## src/design/mfi_pkg.sv

```systemverilog
package mfi_pkg;

   localparam int MAX_LAYERS  = 4;
   localparam int MAX_INPUTS  = 1024;
   localparam int MAX_NEURONS = 64;
   localparam int FRAC_BITS   = 12;

   localparam int COL_W   = $clog2(MAX_INPUTS);
   localparam int ROW_W   = $clog2(MAX_NEURONS);
   localparam int CNT_W   = ROW_W + 1;
   localparam int LAY_W   = 3;
   localparam int DATA_W  = 16;
   localparam int SUM_W   = 32;
   localparam int ACT_W   = FRAC_BITS + 1;
   localparam int PROD_W  = 2 * DATA_W + 1;
   localparam int TERM_W  = PROD_W - FRAC_BITS;
   localparam int NUM_W   = SUM_W + 2 * FRAC_BITS - 10;
   localparam int BIAS_DEPTH = (MAX_LAYERS - 1) * MAX_NEURONS;
   localparam int DEEP_DEPTH = (MAX_LAYERS - 2) * MAX_NEURONS * MAX_NEURONS;
   localparam int FIRST_DEPTH = MAX_NEURONS * MAX_INPUTS;
   localparam int ACT_DEPTH  = 2 * MAX_NEURONS;

   typedef enum logic [1:0] {
      OP_WEIGHT = 2'd0,
      OP_BIAS   = 2'd1,
      OP_SAMPLE = 2'd2,
      OP_SPARE  = 2'd3
   } opcode_type;

   typedef enum logic [2:0] {
      CSR_LAYER_COUNT = 3'd0,
      CSR_INPUT_SIZE  = 3'd1,
      CSR_SIZE_ONE    = 3'd2,
      CSR_SIZE_TWO    = 3'd3,
      CSR_SIZE_THREE  = 3'd4
   } csr_type;

   typedef enum logic [4:0] {
      ST_IDLE,
      ST_E_RD,
      ST_E_MUL,
      ST_E_ACC,
      ST_F_RD,
      ST_F_ADD,
      ST_D_BIAS,
      ST_D_BLD,
      ST_D_RD,
      ST_D_MUL,
      ST_D_ACC,
      ST_SQ,
      ST_DIV,
      ST_O_RD,
      ST_O_LD,
      ST_O_WAIT
   } state_type;

   typedef struct packed {
      logic start;
      logic signed [SUM_W-1:0] z;
   } sq_req_type;

   typedef struct packed {
      logic done;
      logic [ACT_W-1:0] act;
   } sq_rsp_type;

   function automatic logic signed [SUM_W-1:0] sat_add(
      input logic signed [SUM_W-1:0] a,
      input logic signed [SUM_W-1:0] b);
      logic signed [SUM_W:0] s;
      s = $signed({a[SUM_W-1], a}) + $signed({b[SUM_W-1], b});
      if (s[SUM_W] != s[SUM_W-1]) begin
         sat_add = s[SUM_W] ? {1'b1, {(SUM_W-1){1'b0}}} : {1'b0, {(SUM_W-1){1'b1}}};
      end else begin
         sat_add = s[SUM_W-1:0];
      end
   endfunction

   function automatic logic [CNT_W-1:0] clamp_size(input logic [CNT_W-1:0] v);
      if (v == '0) begin
         clamp_size = CNT_W'(1);
      end else if (v > CNT_W'(MAX_NEURONS)) begin
         clamp_size = CNT_W'(MAX_NEURONS);
      end else begin
         clamp_size = v;
      end
   endfunction

endpackage

```

## src/design/mfi_mac.sv

```systemverilog
module mfi_mac (
   input  logic clock,
   input  logic load,
   input  logic signed [mfi_pkg::DATA_W-1:0] a,
   input  logic signed [mfi_pkg::DATA_W:0] b,
   output logic signed [mfi_pkg::TERM_W-1:0] term
);
   import mfi_pkg::*;

   logic signed [PROD_W-1:0] prod_ff;
   logic signed [PROD_W-1:0] prod_in;

   assign prod_in = PROD_W'(a) * PROD_W'(b);

   always_ff @(posedge clock) begin
      if (load) begin
         prod_ff <= prod_in;
      end
   end

   // dropping the fraction bits rounds toward minus infinity
   assign term = prod_ff[PROD_W-1:FRAC_BITS];

endmodule

```

## config.mk

```make
export PLATFORM = sky130hd
export DESIGN_NAME = mfi_mac
export DESIGN_NICKNAME = d
export VERILOG_FILES = /design/src/design/mfi_pkg.sv /design/src/design/mfi_mac.sv
export SDC_FILE = /design/constraint.sdc
export NUM_CORES = 1
export LEC_CHECK = 0
export BUFFER_PORTS_ARGS = -buffer_cell sky130_fd_sc_hd__buf_4
export CAP_MARGIN = 20
export CELL_PAD_IN_SITES_DETAIL_PLACEMENT = 1
export CELL_PAD_IN_SITES_GLOBAL_PLACEMENT = 1
export CORE_MARGIN = 8
export CORE_UTILIZATION = 51
export DETAILED_ROUTE_END_ITERATION = 8
export PLACE_DENSITY_LB_ADDON = 0.12
export SYNTH_ARGS = -nofsm -noshare
export SYNTH_HDL_FRONTEND = slang
export SYNTH_SLANG_ARGS = --single-unit
```

## constraint.sdc

```tcl
create_clock -name clock -period 7.8 [get_ports clock]
set_input_delay 1.56 -clock clock [delete_from_list [all_inputs] [get_ports clock]]
set_output_delay 1.56 -clock clock [all_outputs]
set_load 0.05 [all_outputs]
```

Word-level counts from Yosys, hierarchy flattened
Cells that the tools add are included.
- bits in registers: 33
- input port bits: 35
- word-level logic and storage cells: 2
- output and inout port bits: 21
- multiply operators: 1
- operator list (kind ; number):
    $mul A16 B17 Y33 ; 1

Logic depth before layout (Yosys ltp)
- depth after elaboration: 1
- depth in mapped cells: 23
- gate-level depth less buffers: 22

Worst setup path before layout
OpenSTA, ideal clock, no wires.
- path kind: input to register
- start: input port a[8] (netlist bit)
- end: register prod_ff[31], data pin
- required time: 7.542 ns
- cell stages on the path: 22
- library setup time: 0.258 ns
- buffers on the path: 2
- slack: 0.744 ns
- arrival time: 6.798 ns
- path through: clkbuf_1 -> clkbuf_1 -> nand2_1 -> fa_1 -> inv_1 -> fa_1 -> inv_1 -> fa_1 -> inv_1 -> fa_1 -> fa_1 -> inv_1 -> fa_1 -> inv_1 -> ha_1 -> o211ai_1 -> o21a_1 -> a2111oi_2 -> o211ai_2 -> o21ai_2 -> a21oi_1 -> xnor2_1
- longest elaborated chain between the ends: 1
- ends and longest elaborated chain (element ; line ; text):
    start: declaration ; mfi_mac.sv:4 ; input logic signed [mfi_pkg::DATA_W-1:0] a,
    $mul A16 B17 Y33 ; mfi_mac.sv:13 ; assign prod_in = PROD_W'(a) * PROD_W'(b);
    net prod_in[31] ; mfi_mac.sv:11 ; logic signed [PROD_W-1:0] prod_in;
    end signal: assignment ; mfi_mac.sv:17 ; prod_ff <= prod_in;
    end: declaration ; mfi_mac.sv:10 ; logic signed [PROD_W-1:0] prod_ff;
The timed path passes the listed nets, and every way through them passes these cells.
A chain may end at the register's enable or synchronous reset.

Worst setup path in the final report
- start: input port b[16] (netlist bit)
- end: register prod_ff[32], data pin
- longest elaborated chain between the ends: 1
- ends and longest elaborated chain (element ; line ; text):
    start: declaration ; mfi_mac.sv:5 ; input logic signed [mfi_pkg::DATA_W:0] b,
    $mul A16 B17 Y33 ; mfi_mac.sv:13 ;
    net prod_in[32] ; mfi_mac.sv:11 ;
The timed path passes the listed nets, and every way through them passes these cells.

==> impl_metrics.prom <==
# TYPE chip_impl_metric gauge
chip_impl_info{name="outcome",value="finished, final reports clean"} 1
chip_impl_metric{name="postCtsResizedCells",unit=""} 0
chip_impl_metric{name="postSynth.asyncResetShare",unit="%"} 0
chip_impl_metric{name="die_height",unit="um"} 160
chip_impl_metric{name="place_congestion",unit=""} 0.835
chip_impl_metric{name="grt_remaining_overflow",unit=""} 0
chip_impl_metric{name="vias_per_cell",unit=""} 5.14
chip_impl_metric{name="setup_viol_count_final",unit=""} 0
chip_impl_metric{name="grt_pass1_vias",unit=""} 8281
chip_impl_metric{name="drv.max_cap_violation_count",unit=""} 0
chip_impl_info{name="tritoncts",value="built"} 1
chip_impl_metric{name="synth_edf_count",unit=""} 21
chip_impl_metric{name="grt_start_max_net_pins",unit=""} 22
chip_impl_metric{name="critical_path_peak_fanout",unit=""} 16
chip_impl_metric{name="dr_total_vias",unit=""} 7180
chip_impl_metric{name="clock.fmax",unit="GHz"} 0.139
chip_impl_metric{name="rows",unit=""} 52
chip_impl_metric{name="globalRouteTotalUtil",unit="%"} 21.2
chip_impl_metric{name="final.setup.tns",unit="ns"} 0
chip_impl_info{name="most_frequent_standard_cell_in_the_layout_excluding_fill_and_tap_cells",value="sky130_fd_sc_hd__inv_1"} 1
chip_impl_metric{name="drt.antenna.violating_nets",unit=""} 0
chip_impl_metric{name="first_pass_iters",unit=""} 4
chip_impl_info{name="crit_path_end",value="prod_ff[32]"} 1
chip_impl_metric{name="tightest_pin_transition",unit="ns"} 0.519
chip_impl_info{name="largest-register",value="prod_ff"} 1
chip_impl_metric{name="mappedNetlistArea",unit="mm^2"} 0.0105
chip_impl_metric{name="finish.cell_count_without_fillers",unit=""} 1396
chip_impl_metric{name="worstPathArrival",unit="ns"} 7.18
chip_impl_metric{name="worst_slew_margin_rel",unit="%"} 65.4
chip_impl_metric{name="clock_sink_count",unit=""} 21
chip_impl_metric{name="core_region_area",unit="mm^2"} 0.0202
chip_impl_metric{name="net_count_synth",unit=""} 1488
chip_impl_metric{name="hpwlAfterDp",unit="um"} 22400
chip_impl_metric{name="synthesized_area_divided_by_synthesized_cell_count",unit="um^2"} 9.60
chip_impl_metric{name="first_iteration_detailed_routing_drc_count",unit=""} 213
chip_impl_info{name="worst_setup_path_start_kind",value="primary input"} 1
chip_impl_metric{name="seq_area_frac_synth",unit="%"} 5.99
chip_impl_metric{name="fin_nets",unit=""} 1518
chip_impl_metric{name="placedCellCount",unit=""} 1392
chip_impl_metric{name="cts_buffer_depth",unit=""} 2
chip_impl_metric{name="cts-hold-fix-buffers",unit=""} 0
chip_impl_metric{name="n_antenna_cell",unit=""} 0
chip_impl_metric{name="postSynthCellCount",unit=""} 1097
chip_impl_metric{name="fp.dieW",unit="um"} 160
chip_impl_metric{name="drc_violations",unit=""} 0
chip_impl_metric{name="proportion_of_layout_cells_with_a_drive_suffix_above_1",unit="%"} 6.31
chip_impl_metric{name="path_clk_slew",unit="ns"} 0.06
chip_impl_metric{name="slew_violations",unit=""} 0
chip_impl_metric{name="timing_hold_violations_final",unit=""} 0
chip_impl_metric{name="num_ports",unit=""} 56
chip_impl_info{name="worstSetupStartpoint",value="b[16]"} 1
chip_impl_info{name="final_cell_mix",value="307 x sky130_fd_sc_hd__inv_1, 275 x sky130_fd_sc_hd__fa_1, 132 x sky130_fd_sc_hd__nand2_1, 128 x sky130_fd_sc_hd__and2_1, 81 x sky130_fd_sc_hd__ha_1"} 1
chip_impl_metric{name="area_growth",unit="%"} 7.01
chip_impl_metric{name="synth.yosys.warnings",unit=""} 0
chip_impl_metric{name="grt_first_pass_wirelength",unit="um"} 42700
chip_impl_metric{name="synth.ff_latch_count",unit=""} 21
chip_impl_info{name="synthFlopType",value="sky130_fd_sc_hd__edfxtp_1"} 1
chip_impl_metric{name="drt-total-wl",unit="um"} 26100
chip_impl_metric{name="clock_tree.htree_level_count",unit=""} 1
chip_impl_metric{name="route.detailed.wl_per_inst",unit="um"} 18.7
chip_impl_metric{name="post-route-period-util",unit="%"} 92.1
chip_impl_info{name="reg.largest.list",value="prod_ff (21)"} 1
chip_impl_metric{name="largest_register_ff_count",unit=""} 21
chip_impl_metric{name="count_of_port_buffers_added_during_placement",unit=""} 55
chip_impl_info{name="clock-root-buffer",value="sky130_fd_sc_hd__clkbuf_16"} 1
chip_impl_info{name="grt_setup_unrepaired",value="no"} 1
chip_impl_metric{name="ys_types",unit=""} 35
chip_impl_metric{name="required",unit="ns"} 7.80
chip_impl_info{name="hold_path.class",value="primary input to flip-flop"} 1
chip_impl_metric{name="initial_cell_density_of_the_core",unit="%"} 52.1
chip_impl_metric{name="fp.dieArea",unit="mm^2"} 0.0255
chip_impl_info{name="setup.worst_path.class",value="primary input to flip-flop"} 1
chip_impl_metric{name="finalCriticalPeriod",unit="ns"} 7.18
chip_impl_metric{name="post_cts.repair.setup_buffers",unit=""} 0
chip_impl_info{name="endpoint_class_of_the_critical_path",value="flip-flop"} 1
chip_impl_info{name="worst_hold_startpoint",value="load"} 1
chip_impl_metric{name="grt_antenna_before_repair",unit=""} 0
chip_impl_metric{name="cts-buffers-inserted",unit=""} 3
-- stage by stage --
stage	setup slack, ns	util (%)	hold slack [ns]	instance area (um^2)
CTS	0.628	55.7	1.71	11300
global route	0.339	55.7	1.72	11300
finish	0.618	55.7	1.72	11300
global placement	0.457	55.3	1.97	11200
detailed placement	0.361	55.3	1.98	11200
floorplan	0.744	-	1.67	10500
-- layout make-up --
type / instances / area, um^2
Fill cell: 2329 / 8960
Multi-Input combinational cell: 733 / 8620
Inverter: 307 / 1150
Sequential cell: 21 / 631
Timing Repair Buffer: 61 / 458
Tap cell: 270 / 338
Clock buffer: 4 / 78.8
-- cells in the mapped netlist, types with 2 or more instances --
cell | number | area share, %
sky130_fd_sc_hd__nand2_1 | 132 | 4.7
sky130_fd_sc_hd__fa_1 | 275 | 52
sky130_fd_sc_hd__edfxtp_1 | 21 | 6.0
sky130_fd_sc_hd__o21a_1 | 2 | 0.14
sky130_fd_sc_hd__xor2_1 | 9 | 0.75
sky130_fd_sc_hd__a21oi_1 | 20 | 0.95
sky130_fd_sc_hd__ha_1 | 81 | 9.6
sky130_fd_sc_hd__nand4_1 | 2 | 0.12
sky130_fd_sc_hd__o21ai_0 | 6 | 0.29
sky130_fd_sc_hd__nand3_1 | 2 | 0.095
sky130_fd_sc_hd__xnor2_1 | 22 | 1.8
sky130_fd_sc_hd__nor2_1 | 17 | 0.61
sky130_fd_sc_hd__a21o_1 | 5 | 0.36
sky130_fd_sc_hd__o21bai_1 | 5 | 0.36
sky130_fd_sc_hd__and2_1 | 128 | 7.6
sky130_fd_sc_hd__and3_1 | 4 | 0.24
sky130_fd_sc_hd__nand2b_1 | 4 | 0.24
sky130_fd_sc_hd__o21ai_2 | 2 | 0.17
sky130_fd_sc_hd__a221oi_1 | 2 | 0.17
sky130_fd_sc_hd__clkbuf_1 | 34 | 1.2
sky130_fd_sc_hd__inv_1 | 307 | 11
sky130_fd_sc_hd__a211o_1 | 3 | 0.25
sky130_fd_sc_hd__a31oi_1 | 2 | 0.12
-- layer usage --
layer,vias up,global-route usage [%],share of wire (%),wire length (um)
li1,3201,-,-,-
met1,3825,24.1,38,9840
met2,112,41.0,56,14600
met3,42,1.70,2.5,639
met4,0,6.95,3.6,947
met5,-,0,0,0
-- critical path, cell delays in order --
cell	delay, ns
sky130_fd_sc_hd__buf_4	0.17
sky130_fd_sc_hd__nand2_1	0.13
sky130_fd_sc_hd__inv_1	0.10
sky130_fd_sc_hd__fa_1	0.65
sky130_fd_sc_hd__fa_1	0.87
sky130_fd_sc_hd__fa_1	0.52
sky130_fd_sc_hd__fa_1	0.52
sky130_fd_sc_hd__fa_1	0.49
sky130_fd_sc_hd__inv_1	0.05
sky130_fd_sc_hd__fa_1	0.47
sky130_fd_sc_hd__inv_1	0.04
sky130_fd_sc_hd__ha_1	0.32
sky130_fd_sc_hd__a21o_1	0.20
sky130_fd_sc_hd__a21oi_1	0.21
sky130_fd_sc_hd__o21ai_0	0.17
sky130_fd_sc_hd__o211ai_2	0.25
sky130_fd_sc_hd__o21ai_2	0.10
sky130_fd_sc_hd__o41ai_2	0.24
sky130_fd_sc_hd__xnor2_1	0.10
-- worst min-delay path by stage --
stage             endpoint  slack (ns)  cells after the start
6_report       prod_ff[30]        1.72                      1
5_1_grt        prod_ff[30]        1.72                      1
4_1_cts        prod_ff[27]        1.71                      1
3_5_place_dp   prod_ff[30]        1.98                      1
3_3_place_gp   prod_ff[30]        1.97                      1
2_1_floorplan  prod_ff[12]        1.67                      0
-- logic make-up after synthesis --
kind of cell    after synthesis  share of synthesized area (%)
fa+ha+maj                   356                           61.9
buf+inv                     343                           12.2
simple gates                292                           13.8
compound gates               54                           3.54
xor+xnor                     31                           2.58
flops                        21                           5.99
Power is not shown: default switching activity piles up to over one toggle a cycle in this logic, so the estimate is an artifact.
