$ cat src/design/mfi_pkg.sv
package mfi_pkg;

   localparam int MAX_LAYERS  = 4;
   localparam int MAX_INPUTS  = 1024;
   localparam int MAX_NEURONS = 64;
   localparam int FRAC_BITS   = 12;

   localparam int COL_W   = $clog2(MAX_INPUTS);
   localparam int ROW_W   = $clog2(MAX_NEURONS);
   localparam int CNT_W   = ROW_W + 1;
   localparam int LAY_W   = 3;
   localparam int DATA_W  = 16;
   localparam int SUM_W   = 32;
   localparam int ACT_W   = FRAC_BITS + 1;
   localparam int PROD_W  = 2 * DATA_W + 1;
   localparam int TERM_W  = PROD_W - FRAC_BITS;
   localparam int NUM_W   = SUM_W + 2 * FRAC_BITS - 10;
   localparam int BIAS_DEPTH = (MAX_LAYERS - 1) * MAX_NEURONS;
   localparam int DEEP_DEPTH = (MAX_LAYERS - 2) * MAX_NEURONS * MAX_NEURONS;
   localparam int FIRST_DEPTH = MAX_NEURONS * MAX_INPUTS;
   localparam int ACT_DEPTH  = 2 * MAX_NEURONS;

   typedef enum logic [1:0] {
      OP_WEIGHT = 2'd0,
      OP_BIAS   = 2'd1,
      OP_SAMPLE = 2'd2,
      OP_SPARE  = 2'd3
   } opcode_type;

   typedef enum logic [2:0] {
      CSR_LAYER_COUNT = 3'd0,
      CSR_INPUT_SIZE  = 3'd1,
      CSR_SIZE_ONE    = 3'd2,
      CSR_SIZE_TWO    = 3'd3,
      CSR_SIZE_THREE  = 3'd4
   } csr_type;

   typedef enum logic [4:0] {
      ST_IDLE,
      ST_E_RD,
      ST_E_MUL,
      ST_E_ACC,
      ST_F_RD,
      ST_F_ADD,
      ST_D_BIAS,
      ST_D_BLD,
      ST_D_RD,
      ST_D_MUL,
      ST_D_ACC,
      ST_SQ,
      ST_DIV,
      ST_O_RD,
      ST_O_LD,
      ST_O_WAIT
   } state_type;

   typedef struct packed {
      logic start;
      logic signed [SUM_W-1:0] z;
   } sq_req_type;

   typedef struct packed {
      logic done;
      logic [ACT_W-1:0] act;
   } sq_rsp_type;

   function automatic logic signed [SUM_W-1:0] sat_add(
      input logic signed [SUM_W-1:0] a,
      input logic signed [SUM_W-1:0] b);
      logic signed [SUM_W:0] s;
      s = $signed({a[SUM_W-1], a}) + $signed({b[SUM_W-1], b});
      if (s[SUM_W] != s[SUM_W-1]) begin
         sat_add = s[SUM_W] ? {1'b1, {(SUM_W-1){1'b0}}} : {1'b0, {(SUM_W-1){1'b1}}};
      end else begin
         sat_add = s[SUM_W-1:0];
      end
   endfunction

   function automatic logic [CNT_W-1:0] clamp_size(input logic [CNT_W-1:0] v);
      if (v == '0) begin
         clamp_size = CNT_W'(1);
      end else if (v > CNT_W'(MAX_NEURONS)) begin
         clamp_size = CNT_W'(MAX_NEURONS);
      end else begin
         clamp_size = v;
      end
   endfunction

endpackage

$ cat src/design/mfi_squash.sv
module mfi_squash (
   input  logic clock,
   input  logic reset,
   input  mfi_pkg::sq_req_type sq_req,
   output mfi_pkg::sq_rsp_type sq_rsp
);
   import mfi_pkg::*;

   localparam int DIV_W = NUM_W;
   localparam logic [3:0] LAST_BIT = 4'(ACT_W - 1);

   logic [DIV_W-1:0] rem_ff, rem_in;
   logic [DIV_W-1:0] dsr_ff, dsr_in;
   logic [ACT_W-1:0] q_ff, q_in;
   logic [3:0] cnt_ff, cnt_in;
   logic busy_ff, busy_in;
   logic done_ff, done_in;

   logic [SUM_W-1:0] absz;
   logic [SUM_W+1:0] base, den, num;
   logic ge;

   always_comb begin
      absz = sq_req.z[SUM_W-1] ? SUM_W'(-sq_req.z) : SUM_W'(sq_req.z);
      base = (SUM_W+2)'(1 << FRAC_BITS) + (SUM_W+2)'(absz);
      den  = {base[SUM_W:0], 1'b0};
      num  = sq_req.z[SUM_W-1] ? (SUM_W+2)'(1 << FRAC_BITS)
                               : (SUM_W+2)'(1 << FRAC_BITS) + {1'b0, absz, 1'b0};
      ge   = rem_ff >= dsr_ff;
   end

   always_comb begin
      rem_in  = rem_ff;
      dsr_in  = dsr_ff;
      q_in    = q_ff;
      cnt_in  = cnt_ff;
      busy_in = busy_ff;
      done_in = 1'b0;
      if (sq_req.start) begin
         // numerator already carries half the divisor for rounding
         rem_in  = (DIV_W'(num) << FRAC_BITS) + DIV_W'(base);
         dsr_in  = DIV_W'(den) << FRAC_BITS;
         q_in    = '0;
         cnt_in  = LAST_BIT;
         busy_in = 1'b1;
      end else if (busy_ff) begin
         rem_in = ge ? rem_ff - dsr_ff : rem_ff;
         dsr_in = dsr_ff >> 1;
         q_in   = {q_ff[ACT_W-2:0], ge};
         cnt_in = cnt_ff - 4'd1;
         if (cnt_ff == '0) begin
            busy_in = 1'b0;
            done_in = 1'b1;
         end
      end
   end

   always_ff @(posedge clock) begin
      if (reset) begin
         busy_ff <= 1'b0;
         done_ff <= 1'b0;
      end else begin
         busy_ff <= busy_in;
         done_ff <= done_in;
      end
   end

   always_ff @(posedge clock) begin
      rem_ff <= rem_in;
      dsr_ff <= dsr_in;
      q_ff   <= q_in;
      cnt_ff <= cnt_in;
   end

   assign sq_rsp.done = done_ff;
   assign sq_rsp.act  = q_ff;

endmodule

$ cat config.mk
export PLATFORM = sky130hd
export DESIGN_NAME = mfi_squash
export DESIGN_NICKNAME = d
export VERILOG_FILES = /design/src/design/mfi_pkg.sv /design/src/design/mfi_squash.sv
export SDC_FILE = /design/constraint.sdc
export NUM_CORES = 1
export LEC_CHECK = 0
export BUFFER_PORTS_ARGS = -buffer_cell sky130_fd_sc_hd__buf_2
export CAP_MARGIN = 5
export CORE_MARGIN = 5
export CORE_UTILIZATION = 60
export DETAILED_ROUTE_END_ITERATION = 6
export PLACE_DENSITY = 0.87
export SLEW_MARGIN = 30
export SYNTH_ARGS = -nofsm -noshare
export SYNTH_HDL_FRONTEND = slang
export SYNTH_SLANG_ARGS = --single-unit
$ cat constraint.sdc
create_clock -name clock -period 15.5 [get_ports clock]
set_input_delay 1.55 -clock clock [delete_from_list [all_inputs] [get_ports clock]]
set_output_delay 1.55 -clock clock [all_outputs]
set_load 0.01 [all_outputs]
After elaboration in Yosys (flattened, before gate mapping). Index checks and enable logic that the tools add are counted.

Register bits: 111. Latch bits: 0. Bits in writable memories: 0. Memory bits (read-only): 0. Input port bits: 35. Output and inout bits: 14. Logic and storage cells: 31. Memories kept: 0.

Add/subtract/negate cells: 6. Multiply operators: 0. Div/mod/pow operators: 0. Order comparisons: 1. Equal/unequal tests: 0. Shifts and indexed selects: 0. Muxes and demuxes: 11. Bitwise logic cells: 1. Reductions and logical operators: 5.

Operators by type and width (count): 46-bit two-way mux (5); 46-bit by 33-bit adder with 46-bit output (1); 46-bit greater-or-equal comparator (1); 46-bit subtractor (1); 13-bit by 33-bit adder with 34-bit output, first input constant (1); 34-bit two-way mux (1); 13-bit by 32-bit adder with 33-bit output, first input constant (1); 32-bit two-way mux (1); 32-bit negator (1); 4-bit zero test (1); 1-bit two-way mux (4); 2-bit nonzero test (2); 4-bit by 1-bit subtractor with 4-bit output, second input constant (1); 3-bit OR reduction (1); 2-bit AND reduction (1); 1-bit NOT (1).

Longest topological paths before layout.
Word-level depth: 6. Depth in mapped cells: 25. Depth with buffers taken out: 25.

Worst setup path after synthesis. No wires, ideal clock.

Kind: input -> register. From: in sq_req[0] in the netlist's numbering. To: reg rem_ff[37] (data pin). Setup time: 270 ps. Arrival time: 6279 ps. Data required time: 15230 ps. Path slack: 8951 ps. Stages on the path: 23. Path buffers: 0. Cell sequence: inv_1 ha_1 nor4b_1 nand2_1 o31ai_1 xor2_1 inv_1 ha_1 a21boi_1 o21ai_0 nor4_4 nand2_1 nor3_1 nand2_1 xor2_1 ha_1 nand2_1 o31a_1 o211ai_1 nand2b_1 nor3_1 xnor2_1 a21oi_1.

Longest elaborated chain between the ends: 6. Elaborated cells on any way between the ends: 7. Those cells by class: add/sub (4); mux (3).

Ends and longest elaborated chain: start: declaration (line mfi_squash.sv:4) `input mfi_pkg::sq_req_type sq_req,`; 32-bit negator (line mfi_squash.sv:24) `absz = sq_req.z[SUM_W-1] ? SUM_W'(-sq_req.z) : SUM_W'(sq_req.z);`; 32-bit two-way mux * (line mfi_squash.sv:24); 13-bit by 33-bit adder with 34-bit output (line mfi_squash.sv:28) `: (SUM_W+2)'(1 << FRAC_BITS) + {1'b0, absz, 1'b0};`; 34-bit two-way mux (line mfi_squash.sv:27) `num = sq_req.z[SUM_W-1] ? (SUM_W+2)'(1 << FRAC_BITS)`; 46-bit by 33-bit adder with 46-bit output * (line mfi_squash.sv:41) `rem_in = (DIV_W'(num) << FRAC_BITS) + DIV_W'(base);`; 46-bit two-way mux * (line mfi_squash.sv:39) `if (sq_req.start) begin`; via rem_in[37] (line mfi_squash.sv:12) `logic [DIV_W-1:0] rem_ff, rem_in;`; end signal: assignment (line mfi_squash.sv:69) `rem_ff <= rem_in;`; end: declaration (line mfi_squash.sv:12).

Mark *: on every way through the listed nets, which the timed path passes. The rest lies on a longest branch. A chain may end at the register's enable or synchronous reset.

Final worst setup path. Same ends and word-level chain as after synthesis.

==> results.json <==
{
  "status": "finished, final reports clean",
  "async_reset_ff_share_pct": 0,
  "slew_headroom_pct": 37.7,
  "dr.pass1.iters": 6,
  "grt_max_degree": 73,
  "synthesis.instances": 1234,
  "syn-cell-area_mm2": 0.0102,
  "grt_overflow": 0,
  "postRouteWirelength_um": 26600,
  "drv_cap": 0,
  "cts_setup_buffers": 0,
  "die_area_mm2": 0.0196,
  "synth_xor_xnor_area_share_pct": 10.0,
  "power.density_mw_per_mm2": 127,
  "report.final.slew_viol_count": 0,
  "crit_path_max_fanout": 7,
  "fin_skew_ns": 0.0140,
  "holdWs_ns": 0.497,
  "endpoint": "rem_ff[37]",
  "drc": 0,
  "layout-drive-gt1-share_pct": 8.57,
  "grt_pass1_wl_um": 43200,
  "fin_crit_ns": 7.20,
  "worst_pin_slew_ns": 0.935,
  "die_h_um": 140,
  "path_class": "in2reg",
  "clock_sinks": 111,
  "reg2reg_slack_ns": 10.77,
  "synth.area.top_cells": "edfxtp_1 23%, ha_1 8.6%, xnor2_1 6.4%",
  "yosys_warnings": 0,
  "cts_tree": "built",
  "post_drt_wl_per_cell_um": 18.1,
  "hp-class": "reg2reg",
  "grt_usage_pct": 26.6,
  "cp.arrival_ns": 7.27,
  "drtIter0Drc": 1136,
  "synth_compound_area_share_pct": 22.0,
  "ys.flop_type": "edfxtp_1",
  "yosys.area.top_type": "edfxtp_1",
  "rsz0062_at_grt": "false",
  "syn2layout_area_growth_pct": 6.28,
  "io_pins": 49,
  "nNetsFinal": 1350,
  "core_mm2": 0.0166,
  "clock.fmax_mhz": 139,
  "ys_seq_elements": 111,
  "yosysSeqAreaShare_pct": 29.6,
  "drtAntennaViolNets": 0,
  "via_per_inst": 6.35,
  "max-clock-path-buffers": 2,
  "yosys.area_share.simple_pct": 20.9,
  "buffer_ports.inserted": 48,
  "rows": 47,
  "vias": 9327,
  "place_hpwl_um": 20200,
  "cts_made_buffers": 9,
  "synthDistinctLibCells": 82,
  "place.gp.congestion": 1.01,
  "avgSynthCellArea_um2": 8.24,
  "worst_r2r_endpoint": "rem_ff[14]",
  "cts_root_buf": "clkbuf_16",
  "startpoint_type": "input pin",
  "ctsResizeCount": 0,
  "fin_crit_sh_pct": 46.5,
  "fillers": 1356,
  "die_x_um": 140,
  "startpoint": "sq_req[0]",
  "synth_edf_count": 79,
  "p_leak_nw": 4.33,
  "insertedDiodeCount": 0,
  "end_kind": "register",
  "synth_top_family_by_area": "compound AO/OA/AOI/OAI gates",
  "reg2regPathDepth": 15,
  "synth_fa_ha_area_share_pct": 9.01,
  "setup_viol": 0,
  "first_global_vias": 8588,
  "start_util_pct": 61.3,
  "fin_tns_setup_ns": 0,
  "grt_antenna_before_repair": 0,
  "clk_latency_ns": 0.37,
  "ctsHoldBuffers": 0,
  "clk_pin_slew_ns": 0.07,
  "synth_top_area_share_pct": 23.3,
  "cp.required_ns": 15.57,
  "finalHoldViolations": 0,
  "r2r_start": "rem_ff[0]",
  "ctsHtreeMaxLevel": 3,
  "ir_worst_vdd_uv": 73.1,
  "synthMuxAreaShare_pct": 3.46
}
## worst max-delay path, stage by stage
cell      delay [ns]
buf_2           0.11
inv_1           0.11
ha_1            0.19
nor4b_1         0.53
nand2_1         0.32
o31ai_1         0.32
xor2_1          0.15
inv_1           0.10
ha_1            0.21
a21boi_1        0.32
o21ai_0         0.27
nor4_4          0.41
nand2_1         0.19
nor3_1          0.37
nand2_1         0.11
xor2_1          0.17
ha_1            0.37
nand2_1         0.11
o31a_1          0.34
o211ai_1        0.29
nand2b_1        0.20
nor3_1          0.25
xnor2_1         0.16
a21oi_1         0.11
## area by class of cell
| cell class | instances | area (um2) | share of cell area (%) |
|---|---|---|---|
| Multi-Input combinational cell | 993 | 6660 | 61.7 |
| Sequential cell | 111 | 3010 | 27.9 |
| Inverter | 75 | 282 | 2.61 |
| Timing Repair Buffer | 53 | 280 | 2.59 |
| Tap cell | 220 | 275 | 2.55 |
| Clock buffer | 9 | 225 | 2.08 |
| Clock inverter | 7 | 65.1 | 0.602 |
## report_power, final
group	internal [W]	switching (W)	leakage, nW
clock	0.000113	0.000116	0.140
sequential	0.000395	0.0000227	1.07
combinational	0.000292	0.000429	3.12
total	0.000800	0.000567	4.33
## synthesized netlist by cell type (14+ instances only)
cell / n
nand2b_1: 24
nor2_1: 119
nand3_1: 20
o31ai_1: 33
clkbuf_1: 40
xor2_1: 42
a21oi_1: 89
dfxtp_1: 32
o21ai_0: 66
a21o_1: 37
nor2b_1: 25
edfxtp_1: 79
nor3_1: 28
ha_1: 70
nand2_1: 126
inv_1: 74
mux2i_1: 34
o21bai_1: 14
xnor2_1: 74
## cells by family (layout without fill, tap and decap cells)
group / count (synthesis) / count (layout)
XOR/XNOR: 116 / 116
AND/OR/NAND/NOR: 429 / 429
buffers and inverters: 131 / 144
multiplexers: 35 / 35
AO/OA/AOI/OAI: 339 / 339
flip-flops: 111 / 111
adder cells (fa/ha/maj): 72 / 72
other: 1 / 2
## registers in the layout, summed over array words and instances (netlist names)
signal	cells
rem_ff	46
done_ff	1
busy_ff	1
q_ff	13
cnt_ff	4
dsr_ff	46
## metal layers
layer | track usage (%) | wire length (um) | vias to the layer above
li1 | - | - | 4477
met1 | 37.0 | 11300 | 4332
met2 | 42.1 | 12100 | 468
met3 | 5.39 | 2640 | 50
met4 | 7.80 | 598 | 0
met5 | 0 | 0 | -
## worst min-delay path by stage
stage | cells after the start | from | to | slack [ns]
2_1_floorplan | 2 | dsr_ff[0] | dsr_ff[0] | 0.46
3_3_place_gp | 2 | q_ff[12] | q_ff[12] | 0.47
3_5_place_dp | 2 | q_ff[12] | q_ff[12] | 0.48
4_1_cts | 2 | q_ff[12] | q_ff[12] | 0.50
5_1_grt | 2 | q_ff[0] | q_ff[0] | 0.54
6_report | 2 | q_ff[12] | q_ff[12] | 0.50
## stage by stage
step / setup WS, ns / power, W / instances / util, % / instance area (um2)
after floorplan: 8.95 / 0.000966 / 1235 / - / 10200
after global placement: 8.28 / 0.00110 / 1452 / 63.4 / 10500
after detailed placement: 8.02 / 0.00112 / 1452 / 63.4 / 10500
after CTS: 8.39 / 0.00135 / 1468 / 65.1 / 10800
after global routing: 7.84 / 0.00146 / 1468 / 65.1 / 10800
final: 8.30 / 0.00137 / 1468 / 65.1 / 10800
## layout by cell type (no fill, tap or decap), types with 13 or more instances in the layout
cell,count
a21o_1,37
a21oi_1,89
a31oi_1,13
and3_1,13
buf_2,47
dfxtp_1,31
edfxtp_1,79
ha_1,70
inv_1,74
mux2i_1,34
nand2_1,126
nand2b_1,24
nand3_1,20
nor2_1,118
nor2b_1,25
nor3_1,28
o21ai_0,65
o21bai_1,14
o31ai_1,33
xnor2_1,74
xor2_1,42
Power figures use the tool's default switching activity.
